[src/design/assert_macros.svh]
// Assertion macros of the tunnel keepalive monitor, used by tkm_step.
// Depends on nothing; included by tkm_step, which checks its own logic.
`ifndef ASSERT_MACROS_SVH
`define ASSERT_MACROS_SVH

// The condition must hold at every rising clock edge outside reset.
`define TKM_ASSERT_ALWAYS(lbl, clk, rst, cond) \
   lbl: assert property (@(posedge clk) disable iff (rst) (cond)) \
      else $error("%m: condition does not hold");

// When the antecedent holds, the consequent must hold in the same cycle.
`define TKM_ASSERT_SAME(lbl, clk, rst, ante, cons) \
   lbl: assert property (@(posedge clk) disable iff (rst) (ante) |-> (cons)) \
      else $error("%m: implication does not hold");

// When the antecedent holds, the consequent must hold in the next cycle.
`define TKM_ASSERT_NEXT(lbl, clk, rst, ante, cons) \
   lbl: assert property (@(posedge clk) disable iff (rst) (ante) |=> (cons)) \
      else $error("%m: next-cycle implication does not hold");

`endif

[src/design/tkm_pkg.sv]
// Types, codes and helper functions of the tunnel keepalive monitor.
// Used by every module and interface of the block; depends on nothing.
package tkm_pkg;

   localparam int unsigned TIME_WIDTH      = 32;
   localparam int unsigned COUNT_WIDTH     = 32;
   localparam int unsigned PERIOD_WIDTH    = 16;
   localparam int unsigned MISS_WIDTH      = 8;
   localparam int unsigned CODE_WIDTH      = 2;
   localparam int unsigned CSR_INDEX_WIDTH = 3;
   localparam int unsigned CSR_DATA_WIDTH  = 16;

   // Register indexes on the configuration channel.
   localparam logic [CSR_INDEX_WIDTH-1:0] CSR_KEEPALIVE_PERIOD = 3'd0;
   localparam logic [CSR_INDEX_WIDTH-1:0] CSR_RECEIVE_TIMEOUT  = 3'd1;
   localparam logic [CSR_INDEX_WIDTH-1:0] CSR_MISS_LIMIT       = 3'd2;
   localparam logic [CSR_INDEX_WIDTH-1:0] CSR_RECOVERY_PERIOD  = 3'd3;

   // Register reset values.
   localparam logic [PERIOD_WIDTH-1:0] KEEPALIVE_PERIOD_RESET = 16'd10;
   localparam logic [PERIOD_WIDTH-1:0] RECEIVE_TIMEOUT_RESET  = 16'd30;
   localparam logic [MISS_WIDTH-1:0]   MISS_LIMIT_RESET       = 8'd3;
   localparam logic [PERIOD_WIDTH-1:0] RECOVERY_PERIOD_RESET  = 16'd60;

   localparam logic [MISS_WIDTH-1:0] MISS_SATURATED = '1;

   // Link state codes as seen on the result word.
   localparam logic [CODE_WIDTH-1:0] LINK_CODE_CONNECTING  = 2'd0;
   localparam logic [CODE_WIDTH-1:0] LINK_CODE_ESTABLISHED = 2'd1;
   localparam logic [CODE_WIDTH-1:0] LINK_CODE_UNREACHABLE = 2'd2;

   // Notification codes.
   localparam logic [CODE_WIDTH-1:0] EVENT_NONE        = 2'd0;
   localparam logic [CODE_WIDTH-1:0] EVENT_ESTABLISHED = 2'd1;
   localparam logic [CODE_WIDTH-1:0] EVENT_UNREACHABLE = 2'd2;

   typedef enum logic [2:0] {
      LINK_CONNECTING  = 3'b001,
      LINK_ESTABLISHED = 3'b010,
      LINK_UNREACHABLE = 3'b100
   } link_type;

   typedef struct packed {
      logic [PERIOD_WIDTH-1:0] keepalive_period;
      logic [PERIOD_WIDTH-1:0] receive_timeout;
      logic [MISS_WIDTH-1:0]   miss_limit;
      logic [PERIOD_WIDTH-1:0] recovery_period;
   } cfg_type;

   typedef struct packed {
      logic [TIME_WIDTH-1:0]  now_seconds;
      logic [COUNT_WIDTH-1:0] rx_packet_count;
      logic                   probe_ok;
   } req_type;

   typedef struct packed {
      logic [CODE_WIDTH-1:0] link_state;
      logic [CODE_WIDTH-1:0] notify_event;
      logic                  launch_probe;
      logic                  clear_probe_flag;
      logic                  monitor_stopped;
   } rsp_type;

   // A time plus a period is formed one bit wider so the sum never wraps.
   function automatic logic is_due(logic [TIME_WIDTH-1:0]   since,
                                   logic [PERIOD_WIDTH-1:0] period,
                                   logic [TIME_WIDTH-1:0]   now);
      logic [TIME_WIDTH:0] sum;
      sum = {1'b0, since} + {{(TIME_WIDTH-PERIOD_WIDTH+1){1'b0}}, period};
      return sum <= {1'b0, now};
   endfunction

   function automatic logic [CODE_WIDTH-1:0] link_code(link_type status);
      logic [CODE_WIDTH-1:0] code;
      unique case (status)
         LINK_ESTABLISHED: code = LINK_CODE_ESTABLISHED;
         LINK_UNREACHABLE: code = LINK_CODE_UNREACHABLE;
         default:          code = LINK_CODE_CONNECTING;
      endcase
      return code;
   endfunction

endpackage

[src/design/tkm_req_if.sv]
// Tick channel of the tunnel keepalive monitor: valid, ready and one tick word.
// Depends on tkm_pkg for the field widths.
interface tkm_req_if;
   logic                            valid;
   logic                            ready;
   logic [tkm_pkg::TIME_WIDTH-1:0]  now_seconds;
   logic [tkm_pkg::COUNT_WIDTH-1:0] rx_packet_count;
   logic                            probe_ok;

   modport source (output valid, output now_seconds, output rx_packet_count,
                   output probe_ok, input ready);
   modport sink (input valid, input now_seconds, input rx_packet_count,
                 input probe_ok, output ready);
endinterface

[src/design/tkm_rsp_if.sv]
// Result channel of the tunnel keepalive monitor: valid, ready and one result word.
// Depends on tkm_pkg for the field widths.
interface tkm_rsp_if;
   logic                           valid;
   logic                           ready;
   logic [tkm_pkg::CODE_WIDTH-1:0] link_state;
   logic [tkm_pkg::CODE_WIDTH-1:0] notify_event;
   logic                           launch_probe;
   logic                           clear_probe_flag;
   logic                           monitor_stopped;

   modport source (output valid, output link_state, output notify_event,
                   output launch_probe, output clear_probe_flag,
                   output monitor_stopped, input ready);
   modport sink (input valid, input link_state, input notify_event,
                 input launch_probe, input clear_probe_flag,
                 input monitor_stopped, output ready);
endinterface

[src/design/tkm_csr_if.sv]
// Configuration write channel of the tunnel keepalive monitor.
// Depends on tkm_pkg for the index and data widths.
interface tkm_csr_if;
   logic                                valid;
   logic                                ready;
   logic [tkm_pkg::CSR_INDEX_WIDTH-1:0] index;
   logic [tkm_pkg::CSR_DATA_WIDTH-1:0]  data;

   modport source (output valid, output index, output data, input ready);
   modport sink (input valid, input index, input data, output ready);
endinterface

[src/design/tkm_csr.sv]
// Configuration registers of the tunnel keepalive monitor.
// Depends on tkm_pkg and tkm_csr_if.
module tkm_csr (
   input  logic             clock,
   input  logic             reset,
   tkm_csr_if.sink          csr_ch,
   output tkm_pkg::cfg_type cfg
);

   tkm_pkg::cfg_type cfg_ff;
   tkm_pkg::cfg_type cfg_in;

   assign csr_ch.ready = 1'b1;
   assign cfg = cfg_ff;

   // Each register keeps only the low bits of its own width.
   always_comb begin
      cfg_in = cfg_ff;
      if (csr_ch.valid) begin
         unique case (csr_ch.index)
            tkm_pkg::CSR_KEEPALIVE_PERIOD: cfg_in.keepalive_period = csr_ch.data;
            tkm_pkg::CSR_RECEIVE_TIMEOUT:  cfg_in.receive_timeout  = csr_ch.data;
            tkm_pkg::CSR_MISS_LIMIT:
               cfg_in.miss_limit = csr_ch.data[tkm_pkg::MISS_WIDTH-1:0];
            tkm_pkg::CSR_RECOVERY_PERIOD:  cfg_in.recovery_period  = csr_ch.data;
            default: cfg_in = cfg_ff;
         endcase
      end
   end

   always_ff @(posedge clock) begin
      if (reset) begin
         cfg_ff.keepalive_period <= tkm_pkg::KEEPALIVE_PERIOD_RESET;
         cfg_ff.receive_timeout  <= tkm_pkg::RECEIVE_TIMEOUT_RESET;
         cfg_ff.miss_limit       <= tkm_pkg::MISS_LIMIT_RESET;
         cfg_ff.recovery_period  <= tkm_pkg::RECOVERY_PERIOD_RESET;
      end else begin
         cfg_ff <= cfg_in;
      end
   end

endmodule

[src/design/tkm_step.sv]
// Link state, probe bookkeeping and the per-tick decision logic.
// Depends on tkm_pkg and assert_macros.svh.
`include "assert_macros.svh"

module tkm_step (
   input  logic             clock,
   input  logic             reset,
   input  logic             fire,
   input  tkm_pkg::req_type tick,
   input  tkm_pkg::cfg_type cfg,
   output tkm_pkg::rsp_type result
);

   tkm_pkg::link_type                   status_ff, status_in;
   logic                                stopped_ff, stopped_in;
   logic [tkm_pkg::TIME_WIDTH-1:0]      probe_time_ff, probe_time_in;
   logic [tkm_pkg::TIME_WIDTH-1:0]      receive_time_ff, receive_time_in;
   logic [tkm_pkg::TIME_WIDTH-1:0]      recovery_time_ff, recovery_time_in;
   logic [tkm_pkg::COUNT_WIDTH-1:0]     prev_rx_ff, prev_rx_in;
   logic [tkm_pkg::MISS_WIDTH-1:0]      missed_ff, missed_in;
   logic [tkm_pkg::CODE_WIDTH-1:0]      event_code;
   logic                                launch;
   logic                                clear;
   logic                                probe_due;
   logic                                receive_due;
   logic                                recovery_due;

   assign probe_due    = tkm_pkg::is_due(probe_time_ff, cfg.keepalive_period,
                                         tick.now_seconds);
   assign receive_due  = tkm_pkg::is_due(receive_time_ff, cfg.receive_timeout,
                                         tick.now_seconds);
   assign recovery_due = tkm_pkg::is_due(recovery_time_ff, cfg.recovery_period,
                                         tick.now_seconds);

   always_comb begin
      status_in        = status_ff;
      stopped_in       = stopped_ff;
      probe_time_in    = probe_time_ff;
      receive_time_in  = receive_time_ff;
      recovery_time_in = recovery_time_ff;
      prev_rx_in       = prev_rx_ff;
      missed_in        = missed_ff;
      event_code       = tkm_pkg::EVENT_NONE;
      launch           = 1'b0;
      clear            = 1'b0;

      if (!stopped_ff) begin
         if (cfg.keepalive_period == '0) begin
            if (status_ff != tkm_pkg::LINK_ESTABLISHED) begin
               status_in  = tkm_pkg::LINK_ESTABLISHED;
               event_code = tkm_pkg::EVENT_ESTABLISHED;
            end
            stopped_in = 1'b1;
         end else if (status_ff != tkm_pkg::LINK_UNREACHABLE) begin
            if (probe_due) begin
               launch        = 1'b1;
               probe_time_in = tick.now_seconds;
               prev_rx_in    = tick.rx_packet_count;
               if (prev_rx_ff < tick.rx_packet_count) begin
                  // Counter growth since the last due tick proves the link alive.
                  if (status_ff != tkm_pkg::LINK_ESTABLISHED) begin
                     status_in  = tkm_pkg::LINK_ESTABLISHED;
                     event_code = tkm_pkg::EVENT_ESTABLISHED;
                  end
                  receive_time_in = tick.now_seconds;
               end else if (receive_due) begin
                  if (tick.probe_ok) begin
                     missed_in = '0;
                     if (status_ff != tkm_pkg::LINK_ESTABLISHED) begin
                        status_in  = tkm_pkg::LINK_ESTABLISHED;
                        event_code = tkm_pkg::EVENT_ESTABLISHED;
                     end
                  end else if (missed_ff != tkm_pkg::MISS_SATURATED) begin
                     missed_in = missed_ff + tkm_pkg::MISS_WIDTH'(1);
                  end
                  clear = 1'b1;
                  if (missed_in > cfg.miss_limit) begin
                     status_in  = tkm_pkg::LINK_UNREACHABLE;
                     event_code = tkm_pkg::EVENT_UNREACHABLE;
                  end
               end
            end
         end else if (recovery_due) begin
            // Recovery is silent: no notification and no flag clear.
            launch           = 1'b1;
            recovery_time_in = tick.now_seconds;
            if (tick.probe_ok) begin
               status_in = tkm_pkg::LINK_CONNECTING;
            end
         end
      end

      result.link_state       = tkm_pkg::link_code(status_in);
      result.notify_event     = event_code;
      result.launch_probe     = launch;
      result.clear_probe_flag = clear;
      result.monitor_stopped  = stopped_in;
   end

   always_ff @(posedge clock) begin
      if (reset) begin
         status_ff        <= tkm_pkg::LINK_CONNECTING;
         stopped_ff       <= 1'b0;
         probe_time_ff    <= '0;
         receive_time_ff  <= '0;
         recovery_time_ff <= '0;
         prev_rx_ff       <= '0;
         missed_ff        <= '0;
      end else if (fire) begin
         status_ff        <= status_in;
         stopped_ff       <= stopped_in;
         probe_time_ff    <= probe_time_in;
         receive_time_ff  <= receive_time_in;
         recovery_time_ff <= recovery_time_in;
         prev_rx_ff       <= prev_rx_in;
         missed_ff        <= missed_in;
      end
   end

   `TKM_ASSERT_NEXT(stop_is_final, clock, reset, stopped_ff, stopped_ff)
   `TKM_ASSERT_ALWAYS(stop_means_established, clock, reset,
      !stopped_ff || (status_ff == tkm_pkg::LINK_ESTABLISHED))
   `TKM_ASSERT_SAME(unreachable_from_judged_probe, clock, reset,
      fire && (result.notify_event == tkm_pkg::EVENT_UNREACHABLE),
      result.launch_probe && result.clear_probe_flag)

endmodule

[src/design/tunnel_keepalive_monitor.sv]
// Top level of the tunnel keepalive monitor: tick register, decision logic, result register.
// Depends on tkm_pkg, the channel interfaces, tkm_csr and tkm_step.
//
// Returns exactly one result word per tick, in order. A tick is captured in an input
// register, judged by the decision logic against the stored link state, and its result
// lands in an output register; with the result side ready, one tick is accepted every
// cycle. The only loop is the stored link state, which updates in the same cycle as the
// result register loads. A result waiting on the output still lets one more tick into
// the input register; further ticks wait until that result word is taken.
// Configuration writes are always taken and should be made only while no tick is in flight.
module tunnel_keepalive_monitor (
   input  logic     clock,
   input  logic     reset,
   tkm_req_if.sink  req_ch,
   tkm_rsp_if.source rsp_ch,
   tkm_csr_if.sink  csr_ch
);

   tkm_pkg::cfg_type cfg;
   tkm_pkg::req_type tick_ff;
   tkm_pkg::rsp_type result;
   tkm_pkg::rsp_type result_ff;
   logic             tick_valid_ff;
   logic             result_valid_ff;
   logic             advance;

   // The held tick moves on whenever the output register is empty or being drained.
   assign advance      = tick_valid_ff && (!result_valid_ff || rsp_ch.ready);
   assign req_ch.ready = !tick_valid_ff || advance;

   tkm_csr u_csr (
      .clock  (clock),
      .reset  (reset),
      .csr_ch (csr_ch),
      .cfg    (cfg)
   );

   tkm_step u_step (
      .clock  (clock),
      .reset  (reset),
      .fire   (advance),
      .tick   (tick_ff),
      .cfg    (cfg),
      .result (result)
   );

   always_ff @(posedge clock) begin
      if (reset) begin
         tick_valid_ff <= 1'b0;
      end else if (req_ch.ready) begin
         tick_valid_ff <= req_ch.valid;
      end
   end

   always_ff @(posedge clock) begin
      if (req_ch.valid && req_ch.ready) begin
         tick_ff.now_seconds     <= req_ch.now_seconds;
         tick_ff.rx_packet_count <= req_ch.rx_packet_count;
         tick_ff.probe_ok        <= req_ch.probe_ok;
      end
   end

   always_ff @(posedge clock) begin
      if (reset) begin
         result_valid_ff <= 1'b0;
      end else if (advance) begin
         result_valid_ff <= 1'b1;
      end else if (rsp_ch.ready) begin
         result_valid_ff <= 1'b0;
      end
   end

   always_ff @(posedge clock) begin
      if (advance) begin
         result_ff <= result;
      end
   end

   assign rsp_ch.valid            = result_valid_ff;
   assign rsp_ch.link_state       = result_ff.link_state;
   assign rsp_ch.notify_event     = result_ff.notify_event;
   assign rsp_ch.launch_probe     = result_ff.launch_probe;
   assign rsp_ch.clear_probe_flag = result_ff.clear_probe_flag;
   assign rsp_ch.monitor_stopped  = result_ff.monitor_stopped;

endmodule

[src/flat_wrapper.sv]
// flat-port wrapper written by rule: the top's interface ports become plain ports
module tunnel_keepalive_monitor_flat 
  (clock, reset, req_ch_valid, req_ch_now_seconds, req_ch_rx_packet_count, req_ch_probe_ok, req_ch_ready, rsp_ch_valid, rsp_ch_link_state, rsp_ch_notify_event, rsp_ch_launch_probe, rsp_ch_clear_probe_flag, rsp_ch_monitor_stopped, rsp_ch_ready, csr_ch_valid, csr_ch_index, csr_ch_data, csr_ch_ready);
  tkm_req_if req_ch_i ();
  tkm_rsp_if rsp_ch_i ();
  tkm_csr_if csr_ch_i ();
  input  logic clock;
  input  logic reset;
  input wire logic [$bits(req_ch_i.valid)-1:0] req_ch_valid;
  input wire logic [$bits(req_ch_i.now_seconds)-1:0] req_ch_now_seconds;
  input wire logic [$bits(req_ch_i.rx_packet_count)-1:0] req_ch_rx_packet_count;
  input wire logic [$bits(req_ch_i.probe_ok)-1:0] req_ch_probe_ok;
  output wire logic [$bits(req_ch_i.ready)-1:0] req_ch_ready;
  output wire logic [$bits(rsp_ch_i.valid)-1:0] rsp_ch_valid;
  output wire logic [$bits(rsp_ch_i.link_state)-1:0] rsp_ch_link_state;
  output wire logic [$bits(rsp_ch_i.notify_event)-1:0] rsp_ch_notify_event;
  output wire logic [$bits(rsp_ch_i.launch_probe)-1:0] rsp_ch_launch_probe;
  output wire logic [$bits(rsp_ch_i.clear_probe_flag)-1:0] rsp_ch_clear_probe_flag;
  output wire logic [$bits(rsp_ch_i.monitor_stopped)-1:0] rsp_ch_monitor_stopped;
  input wire logic [$bits(rsp_ch_i.ready)-1:0] rsp_ch_ready;
  input wire logic [$bits(csr_ch_i.valid)-1:0] csr_ch_valid;
  input wire logic [$bits(csr_ch_i.index)-1:0] csr_ch_index;
  input wire logic [$bits(csr_ch_i.data)-1:0] csr_ch_data;
  output wire logic [$bits(csr_ch_i.ready)-1:0] csr_ch_ready;
  assign req_ch_i.valid = req_ch_valid;
  assign req_ch_i.now_seconds = req_ch_now_seconds;
  assign req_ch_i.rx_packet_count = req_ch_rx_packet_count;
  assign req_ch_i.probe_ok = req_ch_probe_ok;
  assign req_ch_ready = req_ch_i.ready;
  assign rsp_ch_valid = rsp_ch_i.valid;
  assign rsp_ch_link_state = rsp_ch_i.link_state;
  assign rsp_ch_notify_event = rsp_ch_i.notify_event;
  assign rsp_ch_launch_probe = rsp_ch_i.launch_probe;
  assign rsp_ch_clear_probe_flag = rsp_ch_i.clear_probe_flag;
  assign rsp_ch_monitor_stopped = rsp_ch_i.monitor_stopped;
  assign rsp_ch_i.ready = rsp_ch_ready;
  assign csr_ch_i.valid = csr_ch_valid;
  assign csr_ch_i.index = csr_ch_index;
  assign csr_ch_i.data = csr_ch_data;
  assign csr_ch_ready = csr_ch_i.ready;
  tunnel_keepalive_monitor u_core (.clock(clock), .reset(reset), .req_ch(req_ch_i), .rsp_ch(rsp_ch_i), .csr_ch(csr_ch_i));
endmodule
[config.mk]
export PLATFORM = sky130hd
export DESIGN_NAME = tunnel_keepalive_monitor_flat
export DESIGN_NICKNAME = d
export VERILOG_FILES = /design/src/design/tkm_pkg.sv /design/src/design/tkm_req_if.sv /design/src/design/tkm_rsp_if.sv /design/src/design/tkm_csr_if.sv /design/src/design/tkm_csr.sv /design/src/design/tkm_step.sv /design/src/design/tunnel_keepalive_monitor.sv /design/src/flat_wrapper.sv
export VERILOG_INCLUDE_DIRS = /design/src /design/src/design
export SDC_FILE = /design/constraint.sdc
export NUM_CORES = 1
export LEC_CHECK = 0
export BUFFER_PORTS_ARGS = -buffer_cell sky130_fd_sc_hd__clkbuf_2
export CAP_MARGIN = 30
export CORE_UTILIZATION = 40
export CTS_CLUSTER_DIAMETER = 50
export DETAILED_ROUTE_END_ITERATION = 6
export SYNTH_ARGS = -nofsm -noshare
export SYNTH_HDL_FRONTEND = slang
export SYNTH_SLANG_ARGS = --single-unit
[constraint.sdc]
create_clock -name clock -period 5.3 [get_ports clock]
set_input_delay 0.265 -clock clock [delete_from_list [all_inputs] [get_ports clock]]
set_output_delay 0.265 -clock clock [all_outputs]
set_load 0.005 [all_outputs]
Yosys cells after proc, flatten, opt, wreduce, memory -nomap -nowiden
Cells that the tools add are included.
{"block": "totals", "ff_bits": 270, "in_bits": 89, "out_inout_bits": 10, "word_cells": 98}
{"block": "op_classes", "n_addsub": 4, "n_lt_le_gt_ge": 5, "eq_ne": 8, "mux": 36, "bitwise": 5, "n_reduce_logical": 19}
{"operator": "adder 32 x 16 -> 33 bit", "n": 3}
{"operator": "<= comparator 33 x 32 -> 1 bit", "n": 3}
{"operator": "2-to-1 mux 8 bit", "n": 8}
{"operator": "2-to-1 mux 3 bit", "n": 11}
{"operator": "less-than comparator 32 bit", "n": 1}
{"operator": "logical NOT 16 bit", "n": 1}
{"operator": "2-to-1 mux 2 bit", "n": 7}
{"operator": "AND reduction 5 bit", "n": 2}
{"operator": "equality test 3 x 2 -> 1 bit, second input constant", "n": 3}
{"operator": "2-to-1 mux 1 bit", "n": 9}
{"operator": "adder 8 x 1 -> 8 bit, second input constant", "n": 1}
{"operator": "greater-than comparator 8 bit", "n": 1}
{"operator": "inequality test 8 bit, second input constant", "n": 1}
{"operator": "AND reduction 2 bit", "n": 4}
{"operator": "AND reduction 7 bit", "n": 1}
{"operator": "AND reduction 6 bit", "n": 1}
{"operator": "inverter 1 bit", "n": 5}
{"operator": "OR reduction 5 bit", "n": 1}
{"operator": "case mux 2 bit (2 select lines)", "n": 1}
{"operator": "equality test 3 x 1 -> 1 bit, second input constant", "n": 1}
{"operator": "equality test 3 bit, second input constant", "n": 1}
{"operator": "logical NOT 3 bit", "n": 1}
{"operator": "inequality test 3 x 2 -> 1 bit, second input constant", "n": 1}
{"operator": "inequality test 3 bit, second input constant", "n": 1}
{"operator": "5 further kinds", "n": 8}

Longest topological paths before layout
Gate-level depths: netlist of the first run.
{"block": "depth", "ltp_word": 19, "mapped_depth": 24, "depth_no_buf": 22}

Cells and area by module
A second synthesis of the first run with hierarchy kept.
{"block": "unflattened", "hier_cells": 1692, "area_unflattened_um2": 16343.2}
{"mod": "tkm_step", "instances": 1, "cells_each": 1396, "area_each_um2": 11797.6}
{"mod": "tkm_csr", "instances": 1, "cells_each": 214, "area_each_um2": 2279.7}
{"mod": "tunnel_keepalive_monitor", "instances": 1, "cells_each": 82, "area_each_um2": 2265.9}

Worst setup path before layout of the first run
OpenSTA, ideal clock, no wires.
{"block": "synth_path", "kind": "reg-to-reg", "startpoint": "register u_core.u_step.receive_time_ff[1] (netlist bit)", "endpoint": "register u_core.u_step.missed_ff[0] (netlist bit)", "setup_ps": 63, "arrival_ps": 5040, "t_required_ps": 5237, "path_slack_ps": 197, "stages_incl_launch_ff": 23, "path_buffers": 0, "path_cell_list": "dfxtp_1 ha_1 a21o_1 a21oi_1 o21bai_1 or4_1 a221o_1 a41oi_1 a21oi_1 a31oi_2 nor2_1 xor2_1 ha_1 and3_1 a221o_1 a31oi_1 o211ai_1 nor2_1 or2_2 nand2_2 nor4_4 mux2_4 nor2_2"}
{"block": "synth_between", "elab_chain_cells": 3}
{"element": "from (decl)", "line": "tkm_step.sv:17", "rtl": "logic [tkm_pkg::TIME_WIDTH-1:0] receive_time_ff, receive_time_in;"}
{"element": "from (signal assigned)", "line": "tkm_step.sv:113", "rtl": "receive_time_ff <= receive_time_in;"}
{"element": "adder 32 x 16 -> 33 bit", "line": "tkm_pkg.sv:69", "rtl": "sum = {1'b0, since} + {{(TIME_WIDTH-PERIOD_WIDTH+1){1'b0}}, period};"}
{"element": "<= comparator 33 x 32 -> 1 bit", "line": "tkm_pkg.sv:70", "rtl": "return sum <= {1'b0, now};"}
{"element": "AND reduction 7 bit (no line)"}
{"element": "to (signal assigned)", "line": "tkm_step.sv:116", "rtl": "missed_ff <= missed_in;"}
{"element": "to (decl)", "line": "tkm_step.sv:20", "rtl": "logic [tkm_pkg::MISS_WIDTH-1:0] missed_ff, missed_in;"}
Every way passes these cells.
A chain may end at the register's enable or synchronous reset.

==> metrics.yaml, run 1 <==
die:
  ios: 99
  die_x_um: 200
  dieArea_mm2: 0.0399
  fp-row-count: 72
  die_h_um: 200
  core_mm2: 0.0386
  start_util: 0.405
cts:
  cts_tree: "yes"
  clkSinkCount: 270
  clk_path_buf_depth: 3
  cts_buffers: 39
  cts_root_buf: "clkbuf_16"
  clock_latency_ns: 0.56
  cts.clk_slew.worst_paths_ns: 0.06
  h-tree-depth: 2
power:
  peakVddDrop_uv: 248
  power_density_mw_per_mm2: 283
  leakage_nw: 8.70
critical_path:
  worstPathMaxFanout: 8
  slowest_stage: "or4_4"
  worstPathCellList: "ha_4, a21o_1, a21oi_2, o21bai_1, or4_4, a221o_1, a41oi_2, a21oi_2, a31oi_2, buf_6, nor2_1, xor2_1, ha_1, and3_4, a221o_1, a31oi_2, o211ai_1, nor2_2, o21ai_2, o21bai_1, a21oi_2, o21bai_2, and3b_1"
  end_kind: "register"
  critical_path_class: "reg -> reg"
  arrival_ns: 5.42
  cpMostUsedCell: "a21oi_2"
  cp_slowest_stage_delay_ns: 0.43
  cp.required_ns: 5.60
  cp-start-kind: "register"
flow_run:
  max_cap_violations: 0
layout:
  finalInstanceArea_mm2: 0.0195
  fillCellCount: 3601
  layout.nets: 2315
  areaGrowthSynthToFinish_pct: 24.6
  diodes: 0
  post_route_cells_drive_above_1_share: 0.144
  fin_cells: 2587
placement:
  portBuffers: 97
  gp_congestion: 0.879
  dp_cells: 2437
  dp_hpwl_um: 29900
  placed_area_mm2: 0.0172
synthesis:
  syn_inst: 1810
  ys.flop_type: "dfxtp_1"
  async_flop_share: 0
  synthDistinctLibCells: 74
  synth_edf_count: 72
  synth-seq-cells: 270
  yosys_warnings: 0
  syn_area_mm2: 0.0157
  syn_avg_cell_area_um2: 8.65
  yosysSeqAreaShare: 0.391
  synth_fp_nets: 2086
route:
  vias: 13600
  drc_errors: 0
  drtIter0Drc: 820
  ant_nets: 0
  avgRoutedWirePerCell_um: 16.0
  vias_per_cell: 5.24
  totalWireLength_um: 41400
  drt_first_pass_iters: 6
sta:
  setup_tns_ns: 0
  tightest_slew_ns: 0.998
  setup_violations: 0
  timing.hold.ws_ns: 0.0278
  drv_slew: 0
  hold_violations: 0
  rsz0062_at_grt: "yes"
  period_needed_ns: 5.11
  clock.fmax_mhz: 196
  slew_headroom: 0.332
  fin_worst_skew_ns: 0.0288
  finalCritPeriodShare: 0.965
global_route:
  grtUsageMet1: 0.275
  grtUsageMet2: 0.344
  grt_max_degree: 73
  gr-usage-all-layers: 0.209
  grt_pass1_wl_um: 65700
  use_met3: 0.0386
  antenna_found_initial: 0
  grt_busiest_layer: "met2"
  overflow: 0
  grt_pass1_vias: 12800
outcome:
  outcome: "finished clean"
min_path:
  hp-class: "in -> reg"
==> cell type report <==
type | count | area, µm² | area share
Multi-Input combinational cell | 1380 | 9110 | 0.467
Sequential cell | 270 | 6130 | 0.314
Timing Repair Buffer | 248 | 1910 | 0.0978
Clock buffer | 51 | 1080 | 0.0556
Tap cell | 518 | 648 | 0.0332
Inverter | 100 | 375 | 0.0192
Clock inverter | 20 | 246 | 0.0126
==> critical path, delay by kind of cell, from the launching register on <==
| kind | cells | cell delay, ns |
|---|---|---|
| xor gates and xnor gates | 1 | 0.14 |
| DFF | 1 | 0.33 |
| and+or+nand+nor | 5 | 1.04 |
| adders and majority gates | 2 | 0.54 |
| AOI/OAI and AO/OA | 14 | 2.65 |
| buffers and inverters | 1 | 0.15 |
==> cells in the final DEF (no fill, tap or decap), types with 61 or more instances in the layout <==
| cell type | count |
|---|---|
| dlygate4sd3_1 | 72 |
| nor2_1 | 305 |
| dfxtp_1 | 196 |
| a21oi_1 | 215 |
| xnor2_1 | 61 |
| nand2_1 | 160 |
| buf_4 | 70 |
| edfxtp_1 | 72 |
| inv_1 | 99 |
| ha_1 | 182 |
| clkbuf_2 | 96 |
==> synth_stat cells, types with 12 or more instances <==
cell        n  area share
clkbuf_1   38      0.0091
a21oi_1   224       0.072
o21a_1     12      0.0058
a211oi_1   13      0.0062
inv_1      99       0.024
nand4_1    39       0.016
o21ai_0    49       0.016
nand2_1   162       0.039
a21o_1     22       0.011
xor2_1     27       0.015
nand2b_1   16      0.0064
mux2i_1    50       0.032
nor2_1    308       0.074
ha_1      184        0.15
and3_1     19      0.0076
edfxtp_1   72        0.14
dfxtp_1   198        0.25
nor3_1     21      0.0067
xnor2_1    62       0.035
nand3_1    43       0.014
==> state kept, by name, indices dropped and copies added, names as in the netlist, 2 cells and up <==
| signal | count |
|---|---|
| u_core.u_step.status_ff | 3 |
| u_core.rsp_ch.notify_event | 2 |
| u_core.tick_ff | 65 |
| u_core.rsp_ch.link_state | 2 |
| u_core.u_step.missed_ff | 8 |
| u_core.u_step.receive_time_ff | 32 |
| u_core.u_step.probe_time_ff | 32 |
| u_core.u_csr.cfg | 56 |
| u_core.u_step.prev_rx_ff | 32 |
| u_core.u_step.recovery_time_ff | 32 |
==> stage by stage <==
stage	utilization	setup WS (ns)	total power [mW]
6_report	0.505	0.186	5.53
5_1_grt	0.505	-0.0736	5.77
4_1_cts	0.499	0.00330	5.58
3_5_place_dp	0.444	-0.343	2.87
3_3_place_gp	0.444	-0.327	2.86
2_1_floorplan	-	0.197	2.67
==> metal layers <==
layer / vias up / part of all wire / wire length, µm
met2: 308 / 0.46 / 19100
met1: 6373 / 0.47 / 19300
met3: 69 / 0.049 / 2020
li1: 6816 / - / -
met5: - / 0 / 0
met4: 0 / 0.023 / 972
==> worst paths after layout <==
| path | slack (ns) | to | startpoint | depth (start not counted) |
|---|---|---|---|---|
| worst max-delay path | 0.19 | u_core.rsp_ch.link_state[1]$_DFFE_PP_ | u_core.u_step.receive_time_ff[1]$_SDFFE_PP0P_ | 23 |
| worst min-delay path | 0.03 | u_core.u_csr.cfg[8]$_SDFFE_PP0P_ | csr_ch_data[8] | 3 |
| worst max register to register | 0.19 | u_core.rsp_ch.link_state[1]$_DFFE_PP_ | u_core.u_step.receive_time_ff[1]$_SDFFE_PP0P_ | 23 |
| worst min register to register | 0.46 | u_core.u_csr.cfg[14]$_SDFFE_PP0P_ | u_core.u_csr.cfg[14]$_SDFFE_PP0P_ | 2 |
==> report_power, final <==
group	internal (mW)	leakage (nW)	switching [mW]	total (mW)
clock	1.61	0.644	1.02	2.63
combinational	0.279	5.75	0.354	0.634
sequential	2.21	2.31	0.0575	2.26
total	4.10	8.70	1.43	5.53
==> kinds of logic after synthesis <==
family / Yosys count / share of synthesized area
AOI/OAI and AO/OA: 382 / 0.143
and+or+nand+nor: 670 / 0.192
other: 1 / 0.000240
adders and majority gates: 187 / 0.151
muxes: 51 / 0.0329
buffers and inverters: 160 / 0.0399
DFF: 270 / 0.391
xor gates and xnor gates: 89 / 0.0498
==> what timing repair did <==
| item | 4_1_cts | 5_1_grt |
|---|---|---|
| endpoints found under the setup margin | 48 | 144 |
| pin swaps | 3 | 19 |
| cloned | 0 | 0 |
| setup buffers | 0 | 6 |
| gates resized for setup | 14 | 40 |
| hold buffers | 72 | 0 |
| endpoints found under the hold margin | 80 | 0 |
(Power assumes the default switching activity.)
==> inputs of run 2 (changes only) <==
- PLACE_DENSITY_LB_ADDON: default -> 0.12
- clock period: 5.3 -> 5.9 ns (I/O delays scaled with it)
==> metrics.yaml, run 2 (same netlist as run 1, synthesis figures left out) <==
layout:
  post-route-util: 0.488
  diodes: 0
  most-common-layout-cells: "nor2_1 (306), a21oi_1 (224), dfxtp_1 (198)"
  fin_cells: 2530
  top_register: "u_core.tick_ff"
  layout.nets: 2255
  areaGrowthSynthToFinish_pct: 20.4
  post_route_cells_drive_above_1_share: 0.105
  largest_reg_flops: 65
  fillCellCount: 3741
  final_common_cell: "nor2_1"
critical_path:
  end_kind: "register"
  reg2reg_from: "u_core.u_step.receive_time_ff[1]$_SDFFE_PP0P_"
  crit_start: "u_core.u_step.receive_time_ff[1]$_SDFFE_PP0P_"
  crit_family: "compound AO/OA/AOI/OAI gates"
  worst_r2r_path_depth: 24
  cp-start-kind: "register"
  cp_slowest_stage_delay_ns: 0.50
  critical_path_class: "reg -> reg"
  worstPathCellList: "ha_1, a21o_1, a21oi_1, o21bai_1, or4_1, a221o_1, a41oi_2, a21oi_1, a31oi_2, buf_4, nor2_1, xor2_1, ha_1, and3_1, a221o_1, a31oi_2, o211ai_1, nor2_1, or2_2, nand2_2, nor4_4, buf_4, mux2_4, nor2_2"
  worst-path-buf-inv: 2
  arrival_ns: 6.12
  worstPathMaxFanout: 8
  slowest_stage: "or4_1"
  critical_path_depth: 24
  cp.required_ns: 6.41
  regToRegSetupSlack_ns: 0.29
  timing.rr.end: "u_core.u_step.missed_ff[0]$_SDFFE_PP0P_"
sta:
  setup_tns_ns: 0
  drv_slew: 0
  rsz0062_at_grt: "no"
  clock.fmax_mhz: 178
  finalCritPeriodShare: 0.951
  period_needed_ns: 5.61
  setup_violations: 0
  timing.hold.ws_ns: 0.0276
  hold_violations: 0
  fin_worst_skew_ns: 0.0256
  setup_slack_ns: 0.289
  slew_headroom: 0.401
  tightest_slew_ns: 0.889
cts:
  clock_latency_ns: 0.58
  cts_tree: "yes"
  clkSinkCount: 270
  cts.clk_slew.worst_paths_ns: 0.06
  cts_buffers: 41
  clk_path_buf_depth: 3
  h-tree-depth: 2
  cts_root_buf: "clkbuf_16"
die:
  fp-row-count: 72
  start_util: 0.405
  core_mm2: 0.0386
  die_x_um: 200
  die_h_um: 200
  dieArea_mm2: 0.0399
  ios: 99
placement:
  dp_hpwl_um: 30300
  dp_slack_ns: 0.192
  portBuffers: 97
  dp_cells: 2385
  gp_congestion: 0.866
min_path:
  whs_path_depth: 3
  holdPathEnd: "u_core.u_csr.cfg[35]$_SDFFE_PP0P_"
  hp-class: "in -> reg"
  hold_start: "csr_ch_data[11]"
route:
  drc_errors: 0
  vias: 13200
  totalWireLength_um: 42300
  drtIter0Drc: 700
  ant_nets: 0
  drt_first_pass_iters: 5
  vias_per_cell: 5.22
  avgRoutedWirePerCell_um: 16.7
global_route:
  gr-usage-all-layers: 0.216
  grt_pass1_vias: 12500
  grt_max_degree: 127
  overflow: 0
  antenna_found_initial: 0
  grt_pass1_wl_um: 66700
flow_run:
  max_cap_violations: 0
power:
  leakage_nw: 8.38
  peakVddDrop_uv: 212
  power_density_mw_per_mm2: 266
outcome:
  outcome: "finished clean"
run 2: changes by cell type in the layout (fill, tap and decap cells not counted), sizes merged:
cell         before  now
clkinv           13   11
inv             103  107
buf              80   22
clkinvlp          1    4
dlygate4sd3      72   68
run 2: worst reg2reg max path, stage by stage (launching register included):
cell      delay (ns)
dfxtp_1         0.32
ha_1            0.29
a21o_1          0.18
a21oi_1         0.23
o21bai_1        0.12
or4_1           0.50
a221o_1         0.39
a41oi_2         0.28
a21oi_1         0.14
a31oi_2         0.21
buf_4           0.18
nor2_1          0.07
xor2_1          0.14
ha_1            0.29
and3_1          0.22
a221o_1         0.36
a31oi_2         0.20
o211ai_1        0.13
nor2_1          0.19
or2_2           0.19
nand2_2         0.08
nor4_4          0.28
buf_4           0.18
mux2_4          0.30
nor2_2          0.07
run 2: cell type report:
type                       count  area [µm²]  share of cell area
multi-input combinational   1380        8940               0.474
tap                          518         648              0.0344
timing repair buffer         186        1390              0.0738
inverter                     100         375              0.0199
clock buffer                  51        1100              0.0586
sequential                   270        6130               0.325
clock inverter                25         268              0.0142
run 2: metrics by stage:
step	area, µm²	total power [mW]
final	18900	5.02
after global routing	18900	5.24
after detailed placement	16700	2.57
after CTS	18800	5.08
after floorplan	15700	2.40
after global placement	16700	2.56
run 2: metal layers:
metal,vias up,part of all wire,global-route usage
li1,6702,-,-
met1,6197,0.47,0.290
met2,238,0.46,0.355
met3,58,0.047,0.0417
met4,0,0.018,0.0560
met5,-,0,0
run 2: worst max path at each step:
stage                                                      endpoint  slack (ns)
global placement            u_core.u_step.missed_ff[5]$_SDFFE_PP0P_        0.28
finish                      u_core.u_step.missed_ff[0]$_SDFFE_PP0P_        0.29
global route        u_core.u_step.recovery_time_ff[21]$_SDFFE_PP0P_        0.01
floorplan                   u_core.u_step.missed_ff[0]$_SDFFE_PP0P_        0.80
detailed placement          u_core.u_step.missed_ff[0]$_SDFFE_PP0P_        0.19
CTS                         u_core.u_step.missed_ff[0]$_SDFFE_PP0P_        0.13
run 2: power breakdown:
group | internal (mW) | leakage, nW | switching, mW
Clock | 1.49 | 0.660 | 0.957
Sequential | 1.98 | 2.31 | 0.0519
Combinational | 0.226 | 5.42 | 0.314
Total | 3.69 | 8.38 | 1.32
run 2: timing repair:
item                                    in CTS  in global routing
hold buffers                                68                  0
buffers inserted                             0                  0
endpoints found under the setup margin       0                 42
hold endpoints to repair                    71                  0
gates resized for setup                      0                  6
==> inputs of run 3 (changes only) <==
- SYNTH_HIERARCHICAL: default -> 1
==> metrics.yaml, run 3 <==
global_route:
  grt_pass1_vias: 12800
  grt_max_degree: 89
  grt_pass1_wl_um: 68700
  gr-usage-all-layers: 0.211
  overflow: 0
  antenna_found_initial: 0
placement:
  portBuffers: 97
  dp_slack_ns: 0.237
  gp_congestion: 0.856
  dp_hpwl_um: 32000
  dp_cells: 2284
layout:
  final_common_cell: "nor2_1"
  fillCellCount: 3799
  most-common-layout-cells: "nor2_1 (223), dfxtp_1 (198), mux2i_1 (192)"
  layout.area.seq_mm2: 0.00613
  diodes: 0
  multi_input_area_mm2: 0.00955
  largest_reg_flops: 65
  fin_cells: 2425
  post_route_cells_drive_above_1_share: 0.115
  areaGrowthSynthToFinish_pct: 19.0
  layout.nets: 2144
  top_register: "u_core/tick_ff"
synthesis:
  yosys_warnings: 6
  synth_edf_count: 72
  ys_top_cells_by_count: "nor2_1 (223), dfxtp_1 (198), mux2i_1 (192)"
  syn_avg_cell_area_um2: 9.66
  yosys.area.top_type_share: 0.243
  synthMostInstantiatedCell: "nor2_1"
  ys.flop_type: "dfxtp_1"
  synth-seq-cells: 270
  ys_top_cells_by_area: "dfxtp_1 (24%), ha_1 (14%), edfxtp_1 (13%), mux2i_1 (12%), nor2_1 (5.1%)"
  async_flop_share: 0
  syn_inst: 1692
  synth_fp_nets: 1968
  yosysTopAreaCell: "dfxtp_1"
  syn_area_mm2: 0.0163
  synthDistinctLibCells: 87
  yosysSeqAreaShare: 0.375
critical_path:
  worstPathMaxFanout: 4
  critical_path_class: "reg -> reg"
  cp.required_ns: 6.21
  cp-start-kind: "register"
  end_kind: "register"
  arrival_ns: 5.78
cts:
  cts_setup_buffers: 0
  cts.clk_slew.worst_paths_ns: 0.06
  h-tree-depth: 2
  cts_tree: "yes"
  clk_path_buf_depth: 3
  cts_root_buf: "clkbuf_16"
  clkSinkCount: 270
  cts_buffers: 40
  clock_latency_ns: 0.56
power:
  clockPowerShare: 0.477
  peakVddDrop_uv: 198
  swShare: 0.253
  p_int_mw: 3.72
  share_comb_of_total_power: 0.111
  power.total_mw: 4.99
  power_density_mw_per_mm2: 256
  p_seq_frac: 0.412
  leakage_nw: 9.22
  p_switching_mw: 1.26
route:
  drtIter0Drc: 590
  avgRoutedWirePerCell_um: 17.8
  drt_first_pass_iters: 5
  met1_length_um: 20800
  totalWireLength_um: 43100
  ant_nets: 0
  wl_met2_um: 19800
  routed.top_layer: "met4"
  vias_per_cell: 5.21
  met3_length_um: 1540
  vias: 12600
  drc_errors: 0
die:
  fp-row-count: 73
  core_mm2: 0.0400
  ios: 99
  dieArea_mm2: 0.0417
  die_x_um: 204
  die_h_um: 204
  start_util: 0.409
sta:
  setup_tns_ns: 0
  drv_slew: 0
  tightest_slew_ns: 0.957
  setup_violations: 0
  period_needed_ns: 5.47
  setup_slack_ns: 0.426
  slew_headroom: 0.362
  rsz0062_at_grt: "no"
  hold_violations: 0
  clock.fmax_mhz: 183
  finalCritPeriodShare: 0.928
  fin_worst_skew_ns: 0.0195
flow_run:
  max_cap_violations: 0
min_path:
  hp-class: "in -> reg"
outcome:
  outcome: "finished clean"
[run 3: changes by cell type after synthesis, moves of 7 or more]
| cell | before | now |
|---|---|---|
| and3_1 | 19 | 7 |
| xnor2_1 | 62 | 73 |
| a21oi_1 | 224 | 76 |
| buf_1 | 11 | 0 |
| mux2i_1 | 50 | 192 |
| nor2_1 | 308 | 223 |
| buf_4 | 4 | 12 |
| nand2_1 | 162 | 62 |
| xor2_1 | 27 | 18 |
| o21bai_1 | 7 | 14 |
| nand2b_1 | 16 | 74 |
| clkbuf_1 | 38 | 30 |
[run 3: timing repair]
action,in CTS,in global routing
hold buffers,67,0
endpoints found under the setup margin,0,28
hold endpoints to repair,67,0
gates resized for setup,0,3
[run 3: final cells by class]
class                   instances  area share
clock buffers                  58      0.0587
flip-flops and latches        270       0.315
well taps                     525      0.0338
clock inverters                16     0.00939
inverters                     103      0.0199
multi-input cells            1265       0.491
repair buffers                188      0.0722
[run 3: power by group through the flow]
| stage | combinational, mW | sequential, mW | clock, mW |
|---|---|---|---|
| after global routing | 0.623 | 2.06 | 2.52 |
| after detailed placement | 0.520 | 2.09 | 0 |
| after global placement | 0.509 | 2.09 | 0 |
| after CTS | 0.559 | 2.05 | 2.45 |
| final | 0.555 | 2.05 | 2.38 |
| after floorplan | 0.369 | 2.06 | 0 |
[run 3: path summary, 6_finish.rpt]
kind | from | endpoint | slack (ns) | cells after the start
hold reg to reg | u_core/u_csr/cfg[22]$_SDFFE_PP0P_ | u_core/u_csr/cfg[22]$_SDFFE_PP0P_ | 0.48 | 2
setup reg to reg | u_core/u_csr/cfg[0]$_SDFFE_PP0P_ | u_core/rsp_ch.link_state[1]$_DFFE_PP_ | 0.43 | 18
hold / removal | csr_ch_data[5] | u_core/u_csr/cfg[5]$_SDFFE_PP1P_ | 0.03 | 3
setup / recovery | u_core/u_csr/cfg[0]$_SDFFE_PP0P_ | u_core/rsp_ch.link_state[1]$_DFFE_PP_ | 0.43 | 18
[run 3: cells by family after synthesis]
group	Yosys count	share of synthesized area
AOI/OAI and AO/OA	260	0.105
and+or+nand+nor	532	0.164
muxes	194	0.119
xor gates and xnor gates	91	0.0488
buffers and inverters	157	0.0436
other	1	0.000229
adders and majority gates	187	0.145
DFF	270	0.375
[run 3: worst max-delay path, cell delays in order, from the launching register on]
cell,delay [ns]
dfxtp_1,0.33
ha_1,0.19
fa_1,0.26
a211oi_1,0.12
o21ai_0,0.28
a211oi_1,0.21
o31ai_4,0.50
nand2_1,0.16
or4_1,0.58
xnor2_1,0.15
ha_1,0.31
a211o_1,0.37
a2111oi_2,0.33
o21ai_1,0.20
o31ai_4,0.34
a311oi_1,0.14
a41o_1,0.26
a211o_1,0.30
and3b_1,0.16
[run 3: metrics by stage]
stage / hold slack (ns) / area (µm²) / util
2_1_floorplan: 0.357 / 16300 / -
3_3_place_gp: 0.463 / 17400 / 0.435
3_5_place_dp: 0.468 / 17400 / 0.436
4_1_cts: 0.00492 / 19400 / 0.486
5_1_grt: 0.0147 / 19400 / 0.486
6_report: 0.0275 / 19400 / 0.486
[run 3: metal layers]
metal | track usage | vias up
met5 | 0 | -
met1 | 0.282 | 5969
met4 | 0.0592 | 0
met3 | 0.0362 | 62
met2 | 0.349 | 209
li1 | - | 6384
